[config.mk]
export PLATFORM = sky130hd
export DESIGN_NAME = line_segment_window_clipper_core
export DESIGN_NICKNAME = d
export VERILOG_FILES = /design/src/hw/rtl/lswc_pkg.sv /design/src/hw/rtl/lswc_ctrl.sv /design/src/hw/rtl/lswc_datapath.sv /design/src/hw/rtl/line_segment_window_clipper_core.sv
export SDC_FILE = /design/constraint.sdc
export NUM_CORES = 2
export LEC_CHECK = 0
export ABC_CLOCK_PERIOD_IN_PS = 14400
export BUFFER_PORTS_ARGS = -buffer_cell sky130_fd_sc_hd__clkbuf_2
export CELL_PAD_IN_SITES_DETAIL_PLACEMENT = 0
export CELL_PAD_IN_SITES_GLOBAL_PLACEMENT = 1
export CORE_MARGIN = 2
export CORE_UTILIZATION = 50
export CTS_CLUSTER_SIZE = 14
export DETAILED_ROUTE_END_ITERATION = 16
export PLACE_DENSITY = 0.92
export REMOVE_ABC_BUFFERS = 1
export SETUP_SLACK_MARGIN = 0.1
export SKIP_LAST_GASP = 1
export SLEW_MARGIN = 5
export SYNTH_ARGS = -nofsm -noshare
export SYNTH_HDL_FRONTEND = slang
export SYNTH_SLANG_ARGS = --single-unit
[constraint.sdc]
create_clock -name clk -period 14.4 [get_ports clk]
set_input_delay 0 -clock clk [delete_from_list [all_inputs] [get_ports clk]]
set_output_delay 0 -clock clk [all_outputs]
set_load 0.01 [all_outputs]
[src/hw/rtl/lswc_pkg.sv]
package lswc_pkg;

  localparam int COORD_W     = 32;
  localparam int DIFF_W      = COORD_W + 1;
  localparam int PROD_W      = 2 * DIFF_W;
  localparam int DIV_STEPS   = PROD_W / 2;
  localparam int DIV_CNT_W   = $clog2(DIV_STEPS);
  localparam int MUL_LO_W    = (DIFF_W + 1) / 2;
  localparam int MUL_HI_W    = DIFF_W - MUL_LO_W;
  localparam int QCLAMP_W    = COORD_W + 2;
  localparam int SUM_W       = QCLAMP_W + 2;
  localparam int SLIDE_LIMIT = 4;
  localparam int SLIDE_CNT_W = 3;
  localparam int CFG_IDX_W   = 2;

  // outcode bit positions
  localparam int CODE_LEFT  = 0;
  localparam int CODE_RIGHT = 1;
  localparam int CODE_BELOW = 2;
  localparam int CODE_ABOVE = 3;

  localparam logic [CFG_IDX_W-1:0] REG_X_MIN = 2'd0;
  localparam logic [CFG_IDX_W-1:0] REG_Y_MIN = 2'd1;
  localparam logic [CFG_IDX_W-1:0] REG_X_MAX = 2'd2;
  localparam logic [CFG_IDX_W-1:0] REG_Y_MAX = 2'd3;

  typedef logic [3:0] outcode_t;

  typedef struct packed {
    logic signed [COORD_W-1:0] start_x;
    logic signed [COORD_W-1:0] start_y;
    logic signed [COORD_W-1:0] end_x;
    logic signed [COORD_W-1:0] end_y;
  } seg_in_t;

  typedef struct packed {
    logic                      accepted;
    logic signed [COORD_W-1:0] clipped_start_x;
    logic signed [COORD_W-1:0] clipped_start_y;
    logic signed [COORD_W-1:0] clipped_end_x;
    logic signed [COORD_W-1:0] clipped_end_y;
  } seg_out_t;

  typedef enum logic [2:0] {
    ST_IDLE,
    ST_TEST,
    ST_MUL_LO,
    ST_MUL_HI,
    ST_DIV,
    ST_UPDATE,
    ST_FINISH
  } state_t;

  typedef struct packed {
    logic load;
    logic setup;
    logic mul_lo;
    logic mul_hi;
    logic div_step;
    logic update;
    logic out_load;
  } cmd_t;

  typedef struct packed {
    logic all_inside;
    logic share_side;
    logic out_full;
  } status_t;

endpackage

[src/hw/rtl/lswc_ctrl.sv]
module lswc_ctrl (
  input  logic               clk,
  input  logic               rst,
  input  logic               in_valid,
  output logic               in_stall,
  input  lswc_pkg::status_t  status,
  output lswc_pkg::cmd_t     cmd
);

  lswc_pkg::state_t state, state_next;
  logic [lswc_pkg::SLIDE_CNT_W-1:0] slide_cnt, slide_cnt_next;
  logic [lswc_pkg::DIV_CNT_W-1:0]   div_cnt, div_cnt_next;

  always_ff @(posedge clk) begin
    if (rst) begin
      state     <= lswc_pkg::ST_IDLE;
      slide_cnt <= '0;
      div_cnt   <= '0;
    end else begin
      state     <= state_next;
      slide_cnt <= slide_cnt_next;
      div_cnt   <= div_cnt_next;
    end
  end

  always_comb begin
    state_next     = state;
    slide_cnt_next = slide_cnt;
    div_cnt_next   = div_cnt;
    cmd            = '0;
    in_stall       = 1'b1;
    case (state)
      lswc_pkg::ST_IDLE: begin
        in_stall = 1'b0;
        if (in_valid) begin
          cmd.load       = 1'b1;
          slide_cnt_next = '0;
          state_next     = lswc_pkg::ST_TEST;
        end
      end
      lswc_pkg::ST_TEST: begin
        if (status.all_inside || status.share_side ||
            slide_cnt == lswc_pkg::SLIDE_CNT_W'(lswc_pkg::SLIDE_LIMIT)) begin
          state_next = lswc_pkg::ST_FINISH;
        end else begin
          cmd.setup  = 1'b1;
          state_next = lswc_pkg::ST_MUL_LO;
        end
      end
      lswc_pkg::ST_MUL_LO: begin
        cmd.mul_lo = 1'b1;
        state_next = lswc_pkg::ST_MUL_HI;
      end
      lswc_pkg::ST_MUL_HI: begin
        cmd.mul_hi   = 1'b1;
        div_cnt_next = '0;
        state_next   = lswc_pkg::ST_DIV;
      end
      lswc_pkg::ST_DIV: begin
        cmd.div_step = 1'b1;
        div_cnt_next = div_cnt + 1'b1;
        if (div_cnt == lswc_pkg::DIV_CNT_W'(lswc_pkg::DIV_STEPS - 1)) begin
          state_next = lswc_pkg::ST_UPDATE;
        end
      end
      lswc_pkg::ST_UPDATE: begin
        cmd.update     = 1'b1;
        slide_cnt_next = slide_cnt + 1'b1;
        state_next     = lswc_pkg::ST_TEST;
      end
      lswc_pkg::ST_FINISH: begin
        // hold the result until the output register is free
        if (!status.out_full) begin
          cmd.out_load = 1'b1;
          state_next   = lswc_pkg::ST_IDLE;
        end
      end
      default: begin
        state_next = lswc_pkg::ST_IDLE;
      end
    endcase
  end

  a_no_overwrite: assert property (@(posedge clk) disable iff (rst)
    cmd.out_load |-> !status.out_full)
    else $error("result loaded over a pending transaction");

  a_slide_bound: assert property (@(posedge clk) disable iff (rst)
    slide_cnt <= lswc_pkg::SLIDE_CNT_W'(lswc_pkg::SLIDE_LIMIT))
    else $error("slide count beyond limit");

  a_accept_tests: assert property (@(posedge clk) disable iff (rst)
    (in_valid && !in_stall) |=> state == lswc_pkg::ST_TEST)
    else $error("accepted transaction not tested next");

  a_div_len: assert property (@(posedge clk) disable iff (rst)
    (state == lswc_pkg::ST_UPDATE) |-> $past(state) == lswc_pkg::ST_DIV)
    else $error("update without divide");

endmodule

[src/hw/rtl/lswc_datapath.sv]
module lswc_datapath (
  input  logic                                clk,
  input  logic                                rst,
  input  logic                                cfg_we,
  input  logic [lswc_pkg::CFG_IDX_W-1:0]      cfg_index,
  input  logic [lswc_pkg::COORD_W-1:0]        cfg_data,
  input  lswc_pkg::seg_in_t                   in_data,
  input  lswc_pkg::cmd_t                      cmd,
  output lswc_pkg::status_t                   status,
  output logic                                out_valid,
  input  logic                                out_stall,
  output lswc_pkg::seg_out_t                  out_data
);

  localparam int W  = lswc_pkg::COORD_W;
  localparam int D  = lswc_pkg::DIFF_W;
  localparam int P  = lswc_pkg::PROD_W;
  localparam int LO = lswc_pkg::MUL_LO_W;
  localparam int HI = lswc_pkg::MUL_HI_W;
  localparam int QW = lswc_pkg::QCLAMP_W;
  localparam int SW = lswc_pkg::SUM_W;

  function automatic lswc_pkg::outcode_t code_of(
    input logic signed [W-1:0] x, input logic signed [W-1:0] y,
    input logic signed [W-1:0] xl, input logic signed [W-1:0] yl,
    input logic signed [W-1:0] xh, input logic signed [W-1:0] yh);
    lswc_pkg::outcode_t c;
    c = '0;
    if (x < xl) c[lswc_pkg::CODE_LEFT] = 1'b1;
    else if (x > xh) c[lswc_pkg::CODE_RIGHT] = 1'b1;
    if (y < yl) c[lswc_pkg::CODE_BELOW] = 1'b1;
    else if (y > yh) c[lswc_pkg::CODE_ABOVE] = 1'b1;
    return c;
  endfunction

  function automatic logic [D-1:0] mag(input logic signed [D-1:0] v);
    return v[D-1] ? D'(-v) : D'(v);
  endfunction

  logic signed [W-1:0] win_x_min, win_y_min, win_x_max, win_y_max;
  logic signed [W-1:0] x1, y1, x2, y2;

  // slide operands
  logic                side1, y_edge, neg, zero_div;
  logic signed [W-1:0] edge_val, base;
  logic [D-1:0]        mag_a, mag_b, div_d;
  logic [P-1:0]        acc, dvd;
  logic [D-1:0]        rem;

  lswc_pkg::outcode_t c1, c2, pick;

  always_comb begin
    c1 = code_of(x1, y1, win_x_min, win_y_min, win_x_max, win_y_max);
    c2 = code_of(x2, y2, win_x_min, win_y_min, win_x_max, win_y_max);
    pick = (c1 != '0) ? c1 : c2;
    status.all_inside = ((c1 | c2) == '0);
    status.share_side = ((c1 & c2) != '0);
    status.out_full   = out_valid && out_stall;
  end

  always_ff @(posedge clk) begin
    if (rst) begin
      win_x_min <= '0;
      win_y_min <= '0;
      win_x_max <= '0;
      win_y_max <= '0;
    end else if (cfg_we) begin
      case (cfg_index)
        lswc_pkg::REG_X_MIN: win_x_min <= cfg_data;
        lswc_pkg::REG_Y_MIN: win_y_min <= cfg_data;
        lswc_pkg::REG_X_MAX: win_x_max <= cfg_data;
        lswc_pkg::REG_Y_MAX: win_y_max <= cfg_data;
        default: ;
      endcase
    end
  end

  // setup operands
  logic                s_yedge;
  logic signed [W-1:0] s_edge, s_base;
  logic signed [D-1:0] s_span, s_part, s_whole;

  always_comb begin
    s_yedge = pick[lswc_pkg::CODE_ABOVE] || pick[lswc_pkg::CODE_BELOW];
    if (s_yedge) begin
      s_edge  = pick[lswc_pkg::CODE_ABOVE] ? win_y_max : win_y_min;
      s_base  = x1;
      s_span  = {x2[W-1], x2} - {x1[W-1], x1};
      s_part  = {s_edge[W-1], s_edge} - {y1[W-1], y1};
      s_whole = {y2[W-1], y2} - {y1[W-1], y1};
    end else begin
      s_edge  = pick[lswc_pkg::CODE_RIGHT] ? win_x_max : win_x_min;
      s_base  = y1;
      s_span  = {y2[W-1], y2} - {y1[W-1], y1};
      s_part  = {s_edge[W-1], s_edge} - {x1[W-1], x1};
      s_whole = {x2[W-1], x2} - {x1[W-1], x1};
    end
  end

  // one shared multiplier, operand b taken in two halves
  logic [LO-1:0]   b_sel;
  logic [D+LO-1:0] pp;

  always_comb begin
    b_sel = cmd.mul_hi ? LO'(mag_b[D-1:LO]) : mag_b[LO-1:0];
    pp    = mag_a * b_sel;
  end

  // two restoring quotient bits per cycle
  logic [D:0]   r1, r1s, r2, r2s;
  logic         ge1, ge2;

  always_comb begin
    r1  = {rem, dvd[P-1]};
    ge1 = r1 >= {1'b0, div_d};
    r1s = ge1 ? r1 - {1'b0, div_d} : r1;
    r2  = {r1s[D-1:0], dvd[P-2]};
    ge2 = r2 >= {1'b0, div_d};
    r2s = ge2 ? r2 - {1'b0, div_d} : r2;
  end

  // clamp quotient, add to base and saturate
  logic [QW-1:0]        qc;
  logic signed [SW-1:0] sum;
  logic signed [W-1:0]  interp;

  always_comb begin
    if (dvd[P-1:QW-1] != '0) qc = QW'(1) << (QW - 1);
    else qc = dvd[QW-1:0];
    sum = SW'(base) + (neg ? -SW'({1'b0, qc}) : SW'({1'b0, qc}));
    if (zero_div) interp = base;
    else if (sum > SW'($signed({1'b0, {(W-1){1'b1}}}))) interp = {1'b0, {(W-1){1'b1}}};
    else if (sum < SW'($signed({1'b1, {(W-1){1'b0}}}))) interp = {1'b1, {(W-1){1'b0}}};
    else interp = sum[W-1:0];
  end

  always_ff @(posedge clk) begin
    if (cmd.load) begin
      x1 <= in_data.start_x;
      y1 <= in_data.start_y;
      x2 <= in_data.end_x;
      y2 <= in_data.end_y;
    end else if (cmd.update) begin
      if (side1) begin
        x1 <= y_edge ? interp : edge_val;
        y1 <= y_edge ? edge_val : interp;
      end else begin
        x2 <= y_edge ? interp : edge_val;
        y2 <= y_edge ? edge_val : interp;
      end
    end
    if (cmd.setup) begin
      side1    <= (c1 != '0);
      y_edge   <= s_yedge;
      edge_val <= s_edge;
      base     <= s_base;
      mag_a    <= mag(s_span);
      mag_b    <= mag(s_part);
      div_d    <= mag(s_whole);
      neg      <= s_span[D-1] ^ s_part[D-1] ^ s_whole[D-1];
      zero_div <= (s_whole == '0);
    end
    if (cmd.mul_lo) acc <= P'(pp);
    if (cmd.mul_hi) begin
      dvd <= acc + (P'(pp) << LO);
      rem <= '0;
    end else if (cmd.div_step) begin
      dvd <= {dvd[P-3:0], ge1, ge2};
      rem <= r2s[D-1:0];
    end
  end

  // output register
  always_ff @(posedge clk) begin
    if (rst) begin
      out_valid <= 1'b0;
    end else if (cmd.out_load) begin
      out_valid <= 1'b1;
    end else if (!out_stall) begin
      out_valid <= 1'b0;
    end
  end

  always_ff @(posedge clk) begin
    if (cmd.out_load) begin
      out_data.accepted        <= status.all_inside;
      out_data.clipped_start_x <= status.all_inside ? x1 : '0;
      out_data.clipped_start_y <= status.all_inside ? y1 : '0;
      out_data.clipped_end_x   <= status.all_inside ? x2 : '0;
      out_data.clipped_end_y   <= status.all_inside ? y2 : '0;
    end
  end

  a_hold_out: assert property (@(posedge clk) disable iff (rst)
    (out_valid && out_stall) |=> out_valid && $stable(out_data))
    else $error("stalled transaction changed");

  a_reject_zero: assert property (@(posedge clk) disable iff (rst)
    (out_valid && !out_data.accepted) |->
      (out_data.clipped_start_x == '0 && out_data.clipped_end_y == '0))
    else $error("rejected transaction carries coordinates");

  a_kept_inside: assert property (@(posedge clk) disable iff (rst)
    cmd.out_load && status.all_inside |-> !status.share_side)
    else $error("outcode status inconsistent");

endmodule

[src/hw/rtl/line_segment_window_clipper_core.sv]
// Sequence: a segment needing no slide is tested and finished before out_valid rises; each slide
// adds two multiply steps, the divide steps at two quotient bits per cycle, the update and a
// retest, and at most 4 slides are made.
// Flow control: one segment at a time; the serial divider sets the rate, and a stalled result
// holds the following segment in its finish state until the output register is free.
// Reset (rst, synchronous): window registers cleared to zero, controller idle, no result.
module line_segment_window_clipper_core (
  input  logic                               clk,
  input  logic                               rst,
  input  logic                               in_valid,
  output logic                               in_stall,
  input  lswc_pkg::seg_in_t                  in_data,
  output logic                               out_valid,
  input  logic                               out_stall,
  output lswc_pkg::seg_out_t                 out_data,
  input  logic                               cfg_we,
  input  logic [lswc_pkg::CFG_IDX_W-1:0]     cfg_index,
  input  logic [lswc_pkg::COORD_W-1:0]       cfg_data
);

  lswc_pkg::cmd_t    cmd;
  lswc_pkg::status_t status;

  lswc_ctrl u_ctrl (
    .clk      (clk),
    .rst      (rst),
    .in_valid (in_valid),
    .in_stall (in_stall),
    .status   (status),
    .cmd      (cmd)
  );

  lswc_datapath u_datapath (
    .clk       (clk),
    .rst       (rst),
    .cfg_we    (cfg_we),
    .cfg_index (cfg_index),
    .cfg_data  (cfg_data),
    .in_data   (in_data),
    .cmd       (cmd),
    .status    (status),
    .out_valid (out_valid),
    .out_stall (out_stall),
    .out_data  (out_data)
  );

endmodule

==> metrics.txt <==
top cells by instance count after synthesis nand2_1 (1095), inv_1 (934), ha_1 (648), a21oi_1 (590), nor2_1 (558); Routed Antenna Nets 0; insertion delay to the later sink of the worst-skew pair 0.74 ns; area leader, netlist edfxtp_1; share of synthesized registers carrying an async set or reset 0%; number of global-route vias before repair 64000; worst hold-check path type in2reg; cts bufs inserted 82; post-synthesis average cell area 8.71 sq um; critical path startpoint category flop; PortBufs 297; Row Count 139; overall die width 384 um; number of buffers inserted to repair setup after CTS 0; Post-Synthesis Cell Area 72100 sq um; critical path fanouts, max 115; post-layout instance area 79900 sq um; Chip Height 384 um; number of synthesized flops with an enable pin 540; synthesized flop and latch total 714; number of iterations in the first detailed-routing pass 6; total count of max-transition violations in the final report 1; Max Buffers Root-to-Sink 3; Critical Path Start u_ctrl.state[2]$_SDFFE_PP0P_; maximum clock frequency 88.0 MHz; required time reported for the critical path endpoint 14.81 ns; combinational family with the most area after synthesis adder cells; Buf+Inv Stages, Crit Path 4; Via-to-Cell Ratio 6.21; R2R cell count 35; slew at the pin closest to its max-slew limit 1.49 ns; CP max-delay cell buf_4; slowest stage delay, CP 0.87 ns; full die area 147000 sq um; unrepaired setup endpoints after global routing false; wire length after detailed routing 267000 um; Synth top area share 22.5%; status complete, but fails checks; sequential area share after synthesis 27.3%; XOR/XNOR Fraction of Synth Area 4.19%; post-detailed-placement half-perimeter wirelength 203000 um; Worst Setup Slack post-DPL 3.22 ns; FF-to-FF setup slack 3.04 ns; combined global-route utilization of all metal layers 35.7%; critical path arrival 11.77 ns; Synth cell types 108; antenna violations before repair 16; remaining max-slew budget at the tightest pin -1.76%; Adder-Cell Fraction of Synth Area 24.3%; final number of hold-violating endpoints 0; kind of end point of the critical path flop; Yosys warning count 0; number of top-level pins 298; compound-gate portion of the synthesized area 16.5%; CTS clk-pin slew, worst paths 0.07 ns; Most Frequent Cell on Critical Path fa_1; number of nets in the layout 9831; area after detailed placement 75200 sq um; First DRT Iteration DRCs 6520; H-tree level count 3; max-capacitance violation count 1; shortest clock period the worst path allows after layout 11.36 ns; setup slack of the critical path after layout 3.04 ns; share of the core filled with cells in the final layout 55.7%; final clock skew 0.0889 ns; R2R Path End u_datapath.dvd[65]$_DFFE_PN_; number of logic stages on the critical path including buffering 35; final clock period utilization by the worst path 78.9%; share of layout cells above drive strength 1 8.23%; number of cells upsized or downsized after cts 0; Core Footprint 143000 sq um; total gr overflow 0; clock root buffer clkbuf_16; average wire per cell in the routed design 25.4 um; cell with the most instances after synthesis nand2_1; global-route wire length before repair 396000 um; synthesis-to-finish area growth 10.7%; # clock sinks 714; most area-consuming cells after synthesis edfxtp_1 (22%), fa_1 (13%), ha_1 (11%), nand2_1 (5.7%), inv_1 (4.9%); crit path to u_datapath.dvd[65]$_DFFE_PN_; failing checks capacitance limit, slew limit; largest net degree at the start of global routing 116; routed via count 65400; multiplexer share of the synthesized area 3.13%; number of remaining DRC errors 0; number of placed instances with taps included 10200; total of fill cells in the finished design 12800; initial core utilization 50.3%; Critical Setup Path Class reg2reg; reg-to-reg startpoint u_ctrl.state[2]$_SDFFE_PP0P_; gate count after technology mapping 8286; TritonCTS clock tree yes; Final setup viols 0; top flip-flop cell by instance count after synthesis edfxtp_1; non-filler instance count after layout 10500; Placer Congestion 1.05; fraction of the mapped netlist area in simple logic gates 17.6%; largest delay contributor family on the critical path adder cells
## layer usage
metal / vias up / wire (um) / global-route usage [%]
li1: 29100 / - / -
met1: 31900 / 105000 / 46.5
met2: 3605 / 118000 / 55.6
met3: 746 / 27200 / 7.40
met4: 16 / 16700 / 19.8
met5: - / 106 / 0
## stage by stage
step / hold slack (ns) / TNS, ns
after floorplan: 0.0691 / -32.58
after global placement: 0.270 / 0
after detailed placement: 0.273 / 0
after CTS: 0.0420 / 0
after global routing: 0.122 / 0
final: 0.103 / 0
## cell families after synthesis
family | count (synthesis)
xor+xnor | 345
mux | 213
buf+inv | 1304
compound gates | 1887
simple gates | 2703
fa+ha+maj | 1120
flops | 714
## how the worst min path moves through the flow
stage,endpoint,slack (ns),from,cells past startpoint
2_1_floorplan,u_ctrl.div_cnt[4]$_SDFFE_PP0N_,0.07,rst,1
3_3_place_gp,u_datapath.y2[29]$_DFFE_PP_,0.27,in_data[29],3
3_5_place_dp,u_datapath.y1[29]$_DFFE_PP_,0.27,in_data[93],3
4_1_cts,u_datapath.y1[0]$_DFFE_PP_,0.04,in_data[64],4
5_1_grt,u_datapath.win_y_max[1]$_SDFFE_PP0P_,0.12,cfg_data[1],4
6_report,u_datapath.y2[0]$_DFFE_PP_,0.10,in_data[0],4
## layout by cell type (no fill, tap or decap), drive strengths merged, types with 48 or more instances in the layout
cell,synthesis,layout
o21a,76,76
o21ai,469,469
a21oi,593,593
o31ai,51,51
mux2i,110,110
and2,323,323
nor3,126,126
nor2b,56,56
clkbuf,302,392
a31oi,65,65
buf,66,72
mux2,103,103
nand4,86,86
a211oi,62,62
dfxtp,174,174
fa,472,472
inv,935,945
xor2,131,131
a21o,189,189
xnor2,214,214
o211ai,61,61
nand2,1098,1098
ha,648,648
nor2,559,559
nand3,134,134
and3,71,71
nand2b,48,48
edfxtp,540,540
dlygate4sd3,0,174
## layout make-up
class                      instances  area (sq um)  share of cell area [%]
timing repair buffer             542          3780                    4.73
tap                             1903          2380                    2.98
multi-input combinational       6268         47600                    59.6
inverter                         936          3520                    4.41
clock buffer                      96          2170                    2.71
antenna                            9          22.5                  0.0282
sequential                       714         19700                    24.7
clock inverter                    55           691                   0.865
## worst min-delay path: stages
cell and delay, ns:
dlygate4sd3_1 0.53, clkbuf_2 0.10, nand2_1 0.04, nand2_1 0.07
## sequential cells by signal, indices dropped and copies added (netlist names), 33 cells and up
name and flops:
u_datapath.mag_b 33, u_datapath.acc 50, u_datapath.mag_a 33, u_datapath.rem 33
u_datapath.dvd 66, u_datapath.out_data 129, u_datapath.div_d 33
## what timing repair did
item / 4_1_cts / 5_1_grt
endpoints found under the hold margin: 260 / 0
hold buffers: 175 / 0
setup endpoints to repair: 0 / 0
Power is left out: the tool's default activity adds up to more than one toggle a clock period on the data nets, which glitch-free logic cannot reach.
